File: config.mk
export PLATFORM = sky130hd
export DESIGN_NAME = token_scanner
export DESIGN_NICKNAME = d
export VERILOG_FILES = /design/src/rtl/core/tks_pkg.sv /design/src/rtl/core/tks_front.sv /design/src/rtl/core/tks_queue.sv /design/src/rtl/core/tks_back.sv /design/src/rtl/core/token_scanner.sv
export SDC_FILE = /design/constraint.sdc
export NUM_CORES = 1
export LEC_CHECK = 0
export ABC_AREA = 1
export ABC_CLOCK_PERIOD_IN_PS = 8500
export BUFFER_PORTS_ARGS = -buffer_cell sky130_fd_sc_hd__clkbuf_2
export CAP_MARGIN = 20
export CORE_ASPECT_RATIO = 1.25
export CORE_MARGIN = 2
export CORE_UTILIZATION = 39
export DETAILED_ROUTE_END_ITERATION = 10
export PLACE_DENSITY_LB_ADDON = 0.15
export RECOVER_POWER = 50
export SETUP_SLACK_MARGIN = 0.2
export SLEW_MARGIN = 10
export SYNTH_ARGS = -nofsm -noshare
export SYNTH_HDL_FRONTEND = slang
export SYNTH_SLANG_ARGS = --single-unit
File: constraint.sdc
create_clock -name clk_i -period 8.5 [get_ports clk_i]
set_input_delay 1.275 -clock clk_i [delete_from_list [all_inputs] [get_ports clk_i]]
set_output_delay 1.275 -clock clk_i [all_outputs]
set_load 0.02 [all_outputs]
File: src/rtl/core/tks_pkg.sv
// ----------------------------------------------------------------------------
// Token scanner package
// Types, codes and character constants shared by the scanner modules.
// ----------------------------------------------------------------------------
package tks_pkg;

  localparam int MAX_LEXEME = 256;
  localparam int LEN_CAP_INT = ((MAX_LEXEME - 1) < 255) ? (MAX_LEXEME - 1) : 255;
  localparam logic [7:0] LEN_CAP = 8'(LEN_CAP_INT);

  // Token queue between the front and the back.
  localparam int QDEPTH = 4;
  localparam int QPTR_W = $clog2(QDEPTH);
  localparam int QCNT_W = $clog2(QDEPTH + 1);

  typedef enum logic [2:0] {
    MODE_IDLE  = 3'd0,
    MODE_IDENT = 3'd1,
    MODE_INT   = 3'd2,
    MODE_FRAC  = 3'd3,
    MODE_EXP   = 3'd4
  } scan_mode_e;

  typedef enum logic [3:0] {
    K_IDENT  = 4'd0,
    K_FUNC   = 4'd1,
    K_END    = 4'd2,
    K_MOD    = 4'd3,
    K_LOOP   = 4'd4,
    K_COND   = 4'd5,
    K_INT    = 4'd6,
    K_REAL   = 4'd7,
    K_PLUS   = 4'd8,
    K_MINUS  = 4'd9,
    K_MUL    = 4'd10,
    K_DIV    = 4'd11,
    K_BSLASH = 4'd12,
    K_EOS    = 4'd13
  } token_kind_e;

  localparam logic ACT_CHAR = 1'b0;
  localparam logic ACT_EOI  = 1'b1;

  localparam logic [7:0] CH_DOT    = 8'h2E;
  localparam logic [7:0] CH_LOW_E  = 8'h65;
  localparam logic [7:0] CH_UP_E   = 8'h45;
  localparam logic [7:0] CH_UNDER  = 8'h5F;
  localparam logic [7:0] CH_BSLASH = 8'h5C;
  localparam logic [7:0] CH_PLUS   = 8'h2B;
  localparam logic [7:0] CH_MINUS  = 8'h2D;
  localparam logic [7:0] CH_STAR   = 8'h2A;
  localparam logic [7:0] CH_SLASH  = 8'h2F;

  // Keywords packed big-endian, right-aligned.
  localparam logic [31:0] KW_FUNC = 32'h66756E63;
  localparam logic [31:0] KW_END  = 32'h00656E64;
  localparam logic [31:0] KW_MOD  = 32'h006D6F64;
  localparam logic [31:0] KW_LOOP = 32'h6C6F6F70;
  localparam logic [31:0] KW_COND = 32'h636F6E64;

  typedef struct packed {
    token_kind_e kind;
    logic [7:0]  len;
    logic        trunc;
    logic        last;
  } token_t;

  // What the front hands to the queue for one accepted item.
  typedef struct packed {
    logic [1:0] count;
    token_t     tok0;
    token_t     tok1;
  } push_t;

endpackage

File: src/rtl/core/tks_front.sv
// ----------------------------------------------------------------------------
// Token scanner front
// Accepts character items, keeps the scan state and forms up to two tokens.
// ----------------------------------------------------------------------------
module tks_front (
  input  logic            clk_i,
  input  logic            rst_ni,
  input  logic            accept_i,
  input  logic            action_i,
  input  logic [7:0]      char_byte_i,
  output tks_pkg::push_t  push_o
);
  import tks_pkg::*;

  scan_mode_e  mode_q, mode_d;
  logic [7:0]  len_q, len_d;
  logic [31:0] prefix_q, prefix_d;
  logic        ovf_q, ovf_d;

  logic        is_alpha, is_digit, cont, flush_v, flush_eff, start_v, sec_v;
  scan_mode_e  cont_mode;
  token_kind_e word_kind, flush_kind, start_kind;
  token_t      flush_tok, sec_tok, tok0, tok1;

  assign is_alpha = ((char_byte_i >= 8'h61) && (char_byte_i <= 8'h7A)) ||
                    ((char_byte_i >= 8'h41) && (char_byte_i <= 8'h5A)) ||
                    (char_byte_i == CH_UNDER);
  assign is_digit = (char_byte_i >= 8'h30) && (char_byte_i <= 8'h39);

  always_comb begin
    word_kind = K_IDENT;
    if (!ovf_q) begin
      if      (len_q == 8'd4 && prefix_q == KW_FUNC) word_kind = K_FUNC;
      else if (len_q == 8'd3 && prefix_q == KW_END)  word_kind = K_END;
      else if (len_q == 8'd3 && prefix_q == KW_MOD)  word_kind = K_MOD;
      else if (len_q == 8'd4 && prefix_q == KW_LOOP) word_kind = K_LOOP;
      else if (len_q == 8'd4 && prefix_q == KW_COND) word_kind = K_COND;
    end
  end

  // Whether the character extends the open token, and the mode it leads to.
  always_comb begin
    cont       = 1'b0;
    cont_mode  = mode_q;
    flush_v    = 1'b1;
    flush_kind = K_IDENT;
    case (mode_q)
      MODE_IDENT: begin
        cont       = is_alpha || is_digit;
        flush_kind = word_kind;
      end
      MODE_INT: begin
        flush_kind = K_INT;
        if (char_byte_i == CH_DOT) begin
          cont      = 1'b1;
          cont_mode = MODE_FRAC;
        end else begin
          cont = is_digit;
        end
      end
      MODE_FRAC: begin
        flush_kind = K_REAL;
        if (char_byte_i == CH_LOW_E || char_byte_i == CH_UP_E) begin
          cont      = 1'b1;
          cont_mode = MODE_EXP;
        end else begin
          cont = is_digit;
        end
      end
      MODE_EXP: begin
        flush_kind = K_REAL;
        cont       = is_digit;
      end
      default: begin
        flush_v = 1'b0;
      end
    endcase
  end

  always_comb begin
    start_v    = 1'b1;
    start_kind = K_PLUS;
    case (char_byte_i)
      CH_PLUS:   start_kind = K_PLUS;
      CH_MINUS:  start_kind = K_MINUS;
      CH_STAR:   start_kind = K_MUL;
      CH_SLASH:  start_kind = K_DIV;
      CH_BSLASH: start_kind = K_BSLASH;
      default:   start_v = 1'b0;
    endcase
  end

  // The flushed token comes first; the operator or end token follows it.
  always_comb begin
    flush_tok = '{kind: flush_kind, len: len_q, trunc: ovf_q, last: 1'b0};
    if (action_i == ACT_EOI) begin
      flush_eff = flush_v;
      sec_v     = 1'b1;
      sec_tok   = '{kind: K_EOS, len: 8'd0, trunc: 1'b0, last: 1'b1};
    end else begin
      flush_eff = flush_v && !cont;
      sec_v     = !cont && start_v;
      sec_tok   = '{kind: start_kind, len: 8'd1, trunc: 1'b0, last: 1'b1};
    end
    tok0      = flush_eff ? flush_tok : sec_tok;
    tok0.last = !(flush_eff && sec_v);
    tok1      = sec_tok;
    push_o.count = accept_i ? ({1'b0, flush_eff} + {1'b0, sec_v}) : 2'd0;
    push_o.tok0  = tok0;
    push_o.tok1  = tok1;
  end

  always_comb begin
    mode_d   = mode_q;
    len_d    = len_q;
    prefix_d = prefix_q;
    ovf_d    = ovf_q;
    if (accept_i) begin
      if (action_i == ACT_EOI) begin
        mode_d   = MODE_IDLE;
        len_d    = 8'd0;
        prefix_d = 32'd0;
        ovf_d    = 1'b0;
      end else if (cont) begin
        mode_d = cont_mode;
        if (len_q < 8'd4) begin
          prefix_d = {prefix_q[23:0], char_byte_i};
        end
        if (len_q < LEN_CAP) begin
          len_d = len_q + 8'd1;
        end else begin
          ovf_d = 1'b1;
        end
      end else if (is_alpha || is_digit) begin
        mode_d   = is_alpha ? MODE_IDENT : MODE_INT;
        len_d    = 8'd1;
        prefix_d = {24'd0, char_byte_i};
        ovf_d    = 1'b0;
      end else begin
        mode_d   = MODE_IDLE;
        len_d    = 8'd0;
        prefix_d = 32'd0;
        ovf_d    = 1'b0;
      end
    end
  end

  always_ff @(posedge clk_i or negedge rst_ni) begin
    if (!rst_ni) begin
      mode_q   <= MODE_IDLE;
      len_q    <= 8'd0;
      prefix_q <= 32'd0;
      ovf_q    <= 1'b0;
    end else begin
      mode_q   <= mode_d;
      len_q    <= len_d;
      prefix_q <= prefix_d;
      ovf_q    <= ovf_d;
    end
  end

endmodule

File: src/rtl/core/tks_queue.sv
// ----------------------------------------------------------------------------
// Token scanner queue
// Short queue; takes up to two tokens and gives one per cycle when popped.
// ----------------------------------------------------------------------------
module tks_queue (
  input  logic            clk_i,
  input  logic            rst_ni,
  input  tks_pkg::push_t  push_i,
  input  logic            pop_i,
  output logic            room_o,
  output logic            nonempty_o,
  output tks_pkg::token_t head_o
);
  import tks_pkg::*;

  token_t              mem [QDEPTH];
  logic [QPTR_W-1:0]   wr_ptr_q, wr_ptr_d, rd_ptr_q, rd_ptr_d;
  logic [QCNT_W-1:0]   cnt_q, cnt_d;

  // Room means a two-token item can always be taken.
  assign room_o     = cnt_q <= QCNT_W'(QDEPTH - 2);
  assign nonempty_o = cnt_q != '0;
  assign head_o     = mem[rd_ptr_q];

  always_comb begin
    wr_ptr_d = wr_ptr_q + QPTR_W'(push_i.count);
    rd_ptr_d = rd_ptr_q + QPTR_W'(pop_i);
    cnt_d    = cnt_q + QCNT_W'(push_i.count) - QCNT_W'(pop_i);
  end

  always_ff @(posedge clk_i) begin
    if (push_i.count != 2'd0) begin
      mem[wr_ptr_q] <= push_i.tok0;
    end
    if (push_i.count == 2'd2) begin
      mem[wr_ptr_q + QPTR_W'(1)] <= push_i.tok1;
    end
  end

  always_ff @(posedge clk_i or negedge rst_ni) begin
    if (!rst_ni) begin
      wr_ptr_q <= '0;
      rd_ptr_q <= '0;
      cnt_q    <= '0;
    end else begin
      wr_ptr_q <= wr_ptr_d;
      rd_ptr_q <= rd_ptr_d;
      cnt_q    <= cnt_d;
    end
  end

endmodule

File: src/rtl/core/tks_back.sv
// ----------------------------------------------------------------------------
// Token scanner back
// Moves tokens from the queue into the output register.
// ----------------------------------------------------------------------------
module tks_back (
  input  logic            clk_i,
  input  logic            rst_ni,
  input  logic            nonempty_i,
  input  tks_pkg::token_t head_i,
  output logic            pop_o,
  input  logic            out_stall_i,
  output logic            out_valid_o,
  output tks_pkg::token_t tok_o
);
  import tks_pkg::*;

  logic   valid_q, valid_d;
  token_t tok_q;
  logic   load;

  assign load    = !valid_q || !out_stall_i;
  assign pop_o   = load && nonempty_i;
  assign valid_d = load ? nonempty_i : valid_q;

  always_ff @(posedge clk_i or negedge rst_ni) begin
    if (!rst_ni) begin
      valid_q <= 1'b0;
    end else begin
      valid_q <= valid_d;
    end
  end

  always_ff @(posedge clk_i) begin
    if (pop_o) begin
      tok_q <= head_i;
    end
  end

  assign out_valid_o = valid_q;
  assign tok_o       = tok_q;

endmodule

File: src/rtl/core/token_scanner.sv
// ----------------------------------------------------------------------------
// Token scanner
// Character-at-a-time lexer with a decoupled token output.
// ----------------------------------------------------------------------------
// The scanner takes one character item per cycle. An item yields zero, one
// or two tokens (a flushed word or number, then an operator or the end
// token); last marks the final token of an item. Tokens wait in a four-entry
// queue and leave through an output register at one per cycle unless held,
// so the sustained rate is one item per cycle while items yield at most one
// token, and falls to the output rate of one token per cycle otherwise.
// in_stall_o rises when the queue cannot hold a further two tokens.
module token_scanner (
  input  logic                 clk_i,
  input  logic                 rst_ni,
  input  logic                 in_valid_i,
  output logic                 in_stall_o,
  input  logic                 action_i,
  input  logic [7:0]           char_byte_i,
  output logic                 out_valid_o,
  input  logic                 out_stall_i,
  output tks_pkg::token_kind_e token_kind_o,
  output logic [7:0]           lexeme_length_o,
  output logic                 truncated_o,
  output logic                 last_o
);
  import tks_pkg::*;

  push_t  push;
  token_t head, tok;
  logic   room, nonempty, pop, accept;

  assign in_stall_o = !room;
  assign accept     = in_valid_i && room;

  tks_front u_front (
    .clk_i       (clk_i),
    .rst_ni      (rst_ni),
    .accept_i    (accept),
    .action_i    (action_i),
    .char_byte_i (char_byte_i),
    .push_o      (push)
  );

  tks_queue u_queue (
    .clk_i      (clk_i),
    .rst_ni     (rst_ni),
    .push_i     (push),
    .pop_i      (pop),
    .room_o     (room),
    .nonempty_o (nonempty),
    .head_o     (head)
  );

  tks_back u_back (
    .clk_i       (clk_i),
    .rst_ni      (rst_ni),
    .nonempty_i  (nonempty),
    .head_i      (head),
    .pop_o       (pop),
    .out_stall_i (out_stall_i),
    .out_valid_o (out_valid_o),
    .tok_o       (tok)
  );

  assign token_kind_o    = tok.kind;
  assign lexeme_length_o = tok.len;
  assign truncated_o     = tok.trunc;
  assign last_o          = tok.last;

endmodule

==> results.tsv, run 1 <==
metric	value	unit
internal_power	1.32	mW
die-area	16600	um2
met2_wirelength	7.52	mm
synth_ff_type	dfrtp_1	
ys_warn_count	0	
pwr-share-comb	27.5	%
cts_made_buffers	17	
drive_gt1_share	8.40	%
clk_latency	0.41	ns
worstMarginPinSlew	2.89	ns
synth_area	6060	um2
syn_inst	801	
dp_cells	1020	
min_path_type	reg2reg	
rows	50	
cts_buffer_depth	2	
area_delta_synth_final	14.4	%
rsz0062_at_grt	false	
grt_pass1_vias	5177	
synth_cell_types	37	
synth_area_per_cell	7.57	um2
drv_cap	2	
fin_skew	0.00626	ns
start_util	40.2	%
total_switching_power	739	uW
clkSinkCount	122	
slowest_stage	nor3_2	
critPathCaptureType	flop	
vdd_ir_drop_max	125	uV
ant_nets	0	
synthesis.nets	823	
post_cts_buffers	0	
finalHoldViolations	0	
grt_max_degree	53	
overflow	0	
crit_fanout	13	
portBuffers	28	
hold_buffers	0	
cp.arrival	4.88	ns
hpwl	10.9	mm
yosys_register_bits	122	
yosysSeqAreaShare	49.5	%
core	15100	um2
period_minus_slack	4.57	ns
setup_violations	0	
wl_per_cell	14.4	um
finalCritPeriodShare	53.8	%
status	finished, violations left	
top_layer_used	met4	
setup_tns	0	ns
drtIter0Drc	415	
p_per_area	298	nW/um2
grt_antenna_before_repair	0	
wl_met1	6.54	mm
antenna_cells	0	
dr.pass1.iters	5	
drt-total-wl	15.1	mm
htreeDepth	4	
vias_per_cell	4.96	
hold_ws	0.447	ns
placed_cell_area	6390	um2
drc	0	
fin_cells	1053	
fp.dieW	116	um
layout_common_cells	262 x nand2_1, 111 x nor2_1, 84 x inv_1, 58 x nand3_1, 52 x dfrtp_1	
track_usage	19.6	%
ctsResizeCount	0	
power_leakage	3.16	nW
synthArstFlopShare	42.6	%
fmaxAchievable	0.219	GHz
pwr-share-seq	37.8	%
fin_area	6930	um2
cp_data_required_time	8.81	ns
via_count	5223	
grt_pass1_wl	25.3	mm
nets	854	
clk_pin_slew_worst_paths	0.06	ns
crit_path_frequent_cell	nand2_1	
critical_path.cell_chain	clkbuf_1, inv_1, nand2_1, nor2_1, nand3_1, nand2_1, nand2_1, nand2_1, nand2_1, nand2_1, a21oi_1, ha_1, o21ai_1, nor3_2, inv_1, nor2_1, nand2_1, nand2_2, inv_1, nand2_1, nand2_1	
maxSlewHeadroom	-92.5	%
cts_root_buffer	clkbuf_16	
layout_commonest_cell	nand2_1	
post-route-util	46.0	%
critPathMaxStageDelay	0.81	ns
synth-edff-count	30	
cts_tree	built	
critical_path_class	in2reg	
gp_congestion	0.950	
p_clk_share	34.7	%
wl_met3	792	um
final_max_slew_viol_count	70	
num_io_pins	29	
violations	max-capacitance violations, max-slew violations	
sw_frac_of_total	35.8	%
dieHeight	143	um
cp-start-kind	input pin	
-- power groups by stage --
stage	combinational (mW)	sequential, mW	clock, mW
6_report	0.568	0.780	0.716
5_1_grt	0.641	0.790	0.753
4_1_cts	0.589	0.778	0.729
3_5_place_dp	0.587	0.789	0
3_3_place_gp	0.577	0.788	0
2_1_floorplan	0.392	0.819	0
-- cell families after synthesis --
logic type               after synthesis  share of synthesized area [%]
AND/OR/NAND/NOR                      461                           31.5
adder cells (fa/ha/maj)                9                           1.98
AO/OA/AOI/OAI                         93                           8.79
XOR/XNOR                               8                           1.16
buffers and inverters                108                           7.06
flip-flops                           122                           49.5
-- cell usage after synthesis, types with 2 or more instances --
cell type / number / area share (%)
dfrtp_1: 52 / 21
nor3_1: 6 / 0.50
buf_6: 2 / 0.37
o22ai_1: 20 / 2.1
xor2_1: 7 / 1.0
nand2_2: 6 / 0.62
o21ai_1: 11 / 0.91
o21ai_2: 6 / 0.87
nand2_1: 259 / 16
buf_2: 3 / 0.25
nand4_1: 5 / 0.52
inv_1: 83 / 5.1
inv_2: 5 / 0.31
nor2_1: 110 / 6.8
o21ai_0: 43 / 3.6
nand3_1: 58 / 4.8
edfxtp_1: 30 / 15
nor2_2: 9 / 0.93
a21oi_1: 9 / 0.74
dfxtp_1: 40 / 13
nand2_4: 2 / 0.37
nor3_2: 2 / 0.33
ha_1: 8 / 1.7
clkbuf_1: 12 / 0.74
-- critical path: cells and delay by family --
family / cells / cell delay (ns)
fa+ha+maj: 1 / 0.36
buf+inv: 4 / 0.66
compound gates: 2 / 0.31
simple gates: 14 / 2.29
-- path summary, 6_finish.rpt --
| check | startpoint | to | slack, ns | depth (start not counted) |
|---|---|---|---|---|
| max | char_byte_i[4] | u_queue.mem[1][4]$_SDFFE_PP0N_ | 3.93 | 21 |
| min | u_queue.mem[1][3]$_SDFFE_PP0N_ | u_queue.mem[1][3]$_SDFFE_PP0N_ | 0.45 | 2 |
| max reg2reg | u_front.mode_q[2]$_DFFE_PN0P_ | u_queue.mem[1][4]$_SDFFE_PP0N_ | 4.55 | 20 |
| min reg2reg | u_queue.mem[1][3]$_SDFFE_PP0N_ | u_queue.mem[1][3]$_SDFFE_PP0N_ | 0.45 | 2 |
| max in group asynchronous | rst_ni | u_front.len_q[6]$_DFFE_PN0P_ | 4.97 | 2 |
| min in group asynchronous | rst_ni | u_front.mode_q[0]$_DFFE_PN0P_ | 1.88 | 2 |
-- layer usage --
metal	global-route usage (%)	up-vias
met5	0	-
met4	7.36	0
met3	4.51	26
met2	33.4	145
met1	24.1	2428
li1	-	2624
-- final cells by class --
class	instances	area, um2
clock buffer	21	470
clock inverter	11	120
fill	1537	8140
inverter	89	334
multi-input combinational	571	2610
sequential	122	3000
tap	208	260
timing repair buffer	31	134
-- flip-flops by register name, indices dropped and copies added (netlist names) --
name / flops
u_back.tok_o: 14
u_queue.wr_ptr_q: 2
u_front.prefix_q: 32
u_front.mode_q: 3
u_front.len_q: 8
u_queue.rd_ptr_q: 2
u_queue.cnt_q: 3
u_queue.mem: 56
u_front.ovf_q: 1
u_back.out_valid_o: 1
-- metrics by stage --
stage               power [mW]  setup WS [ns]
finish                    2.06           3.93
global route              2.18           3.48
CTS                       2.10           4.12
detailed placement        1.38           3.71
global placement          1.36           3.75
floorplan                 1.21           4.64
Power figures use the tool's default switching activity.
==> run 2: changes to the inputs <==
--- a/config.mk
+++ b/config.mk
@@ -6,7 +6,7 @@
 export NUM_CORES = 1
 export LEC_CHECK = 0
 export ABC_AREA = 1
-export ABC_CLOCK_PERIOD_IN_PS = 8500
+export ABC_CLOCK_PERIOD_IN_PS = 3700
 export BUFFER_PORTS_ARGS = -buffer_cell sky130_fd_sc_hd__clkbuf_2
 export CAP_MARGIN = 20
 export CORE_ASPECT_RATIO = 1.25
==> constraint.sdc (replaced) <==
create_clock -name clk_i -period 3.7 [get_ports clk_i]
set_input_delay 0.555 -clock clk_i [delete_from_list [all_inputs] [get_ports clk_i]]
set_output_delay 0.555 -clock clk_i [all_outputs]
set_load 0.02 [all_outputs]
==> results.tsv, run 2 (synthesized netlist as in run 1, its figures left out) <==
metric	value	unit
total_switching_power	1.75	mW
min_path_type	in2reg	
met2_wirelength	7.75	mm
post-place-ws	0.390	ns
cts_made_buffers	17	
cts_tree	built	
grt_pass1_wl	26.0	mm
slowest_stage	fa_1	
grt_antenna_before_repair	0	
ctsResizeCount	0	
drt-total-wl	15.5	mm
post_cts_buffers	0	
fin_area	7030	um2
num_io_pins	29	
drc	0	
vias_per_cell	4.99	
fin_cells	1061	
start_util	40.2	%
critPathMaxStageDelay	0.42	ns
pwr-share-seq	36.2	%
vdd_ir_drop_max	385	uV
portBuffers	28	
fmaxAchievable	0.315	GHz
worstMarginPinSlew	1.72	ns
die-area	16600	um2
fp.dieW	116	um
internal_power	3.13	mW
via_count	5299	
post-route-util	46.6	%
finalPower	4.87	mW
critPathCaptureType	flop	
ant_nets	0	
antenna_cells	0	
cp.arrival	3.51	ns
dp_cells	1029	
track_usage	20.2	%
hold_ws	0.372	ns
area_delta_synth_final	16.0	%
top_layer_used	met4	
dr.pass1.iters	7	
hold_buffers	0	
maxSlewHeadroom	-14.5	%
grt_max_degree	30	
layout_common_cells	261 x nand2_1, 111 x nor2_1, 83 x inv_1, 58 x nand3_1, 52 x dfrtp_1	
clk_pin_slew_worst_paths	0.06	ns
hpwl	11.2	mm
p_per_area	693	nW/um2
pwr-share-comb	28.5	%
htreeDepth	4	
crit_fanout	8	
power_leakage	3.21	nW
placed_cell_area	6450	um2
cp_data_required_time	4.04	ns
regMostFlops	u_queue.mem	
nets	862	
layout_commonest_cell	nand2_1	
cp-start-kind	flop	
setup_tns	0	ns
overflow	0	
fillers	1515	
rows	50	
gp_congestion	0.887	
critical_path.cell_chain	inv_1, nand2_1, nor2_1, o21ai_1, nand2_1, nand2_1, nand2_1, nand2_4, a21oi_1, ha_1, inv_1, nor2_2, inv_1, ha_1, inv_1, fa_1, xnor2_1, xor2_1	
critPathBufInv	4	
wl_met3	708	um
drive_gt1_share	9.38	%
wl_met1	6.57	mm
finalCritPeriodShare	85.7	%
final.setup.worst_slack	0.528	ns
cts_root_buffer	clkbuf_16	
finalHoldViolations	0	
rsz0062_at_grt	false	
setup_violations	0	
wl_per_cell	14.6	um
status	finished, violations left	
critical_path.top_delay_family	adder cells	
final_max_slew_viol_count	30	
fin_skew	0.00603	ns
violations	max-capacitance violations, max-slew violations	
drv_cap	1	
drtIter0Drc	316	
sw_frac_of_total	35.8	%
p_clk_share	35.3	%
largest_reg_flops	56	
cts_buffer_depth	2	
core	15100	um2
clk_latency	0.42	ns
period_minus_slack	3.17	ns
clkSinkCount	122	
dieHeight	143	um
critical_path_class	reg2reg	
grt_pass1_vias	5366	
==> run 2: changes by cell type in the layout (fill, tap and decap cells not counted), moves of 2 or more <==
cell	before	now
buf_4	1	8
clkbuf_16	17	19
clkbuf_8	3	1
clkinv_2	4	1
clkinv_4	2	5
==> run 2: final cells by class <==
cell class / instances / area [um2] / area share, %
Clock buffer: 21 / 493 / 7.01
Clock inverter: 11 / 133 / 1.89
Inverter: 89 / 334 / 4.75
Multi-Input combinational cell: 571 / 2620 / 37.2
Sequential cell: 122 / 3000 / 42.7
Tap cell: 208 / 260 / 3.70
Timing Repair Buffer: 39 / 190 / 2.70
==> run 2: layer usage <==
metal	GRT usage, %	vias to the layer above
met3	4.26	44
met1	23.7	2472
li1	-	2631
met4	9.58	0
met5	0	-
met2	35.1	152
==> run 2: path summary, 6_finish.rpt <==
kind / to / slack [ns] / start / depth (start not counted)
worst min register to register: u_queue.mem[2][6]$_SDFFE_PP0P_ / 0.45 / u_queue.mem[2][6]$_SDFFE_PP0P_ / 2
worst min-delay path: u_back.out_valid_o$_DFFE_PN0P_ / 0.37 / out_stall_i / 3
worst max-delay path: u_queue.cnt_q[2]$_DFF_PN0_ / 0.53 / u_front.mode_q[2]$_DFFE_PN0P_ / 18
max in group asynchronous: u_front.prefix_q[15]$_DFFE_PN0P_ / 1.21 / rst_ni / 2
min in group asynchronous: u_front.mode_q[2]$_DFFE_PN0P_ / 0.58 / rst_ni / 1
worst max register to register: u_queue.cnt_q[2]$_DFF_PN0_ / 0.53 / u_front.mode_q[2]$_DFFE_PN0P_ / 18
==> run 2: power by group through the flow <==
stage	clock (mW)	sequential (mW)	combinational, mW
5_1_grt	1.80	1.79	1.56
6_report	1.72	1.77	1.39
4_1_cts	1.74	1.77	1.44
3_5_place_dp	0	1.79	1.44
3_3_place_gp	0	1.78	1.41
2_1_floorplan	0	1.88	0.901
==> run 2: worst register-to-register path, delay by kind of cell, from the launching register on <==
family | cells | cell delay (ns)
buffers and inverters | 4 | 0.30
AND/OR/NAND/NOR | 7 | 0.87
flip-flops | 1 | 0.39
adder cells (fa/ha/maj) | 3 | 0.89
AO/OA/AOI/OAI | 2 | 0.31
XOR/XNOR | 2 | 0.34
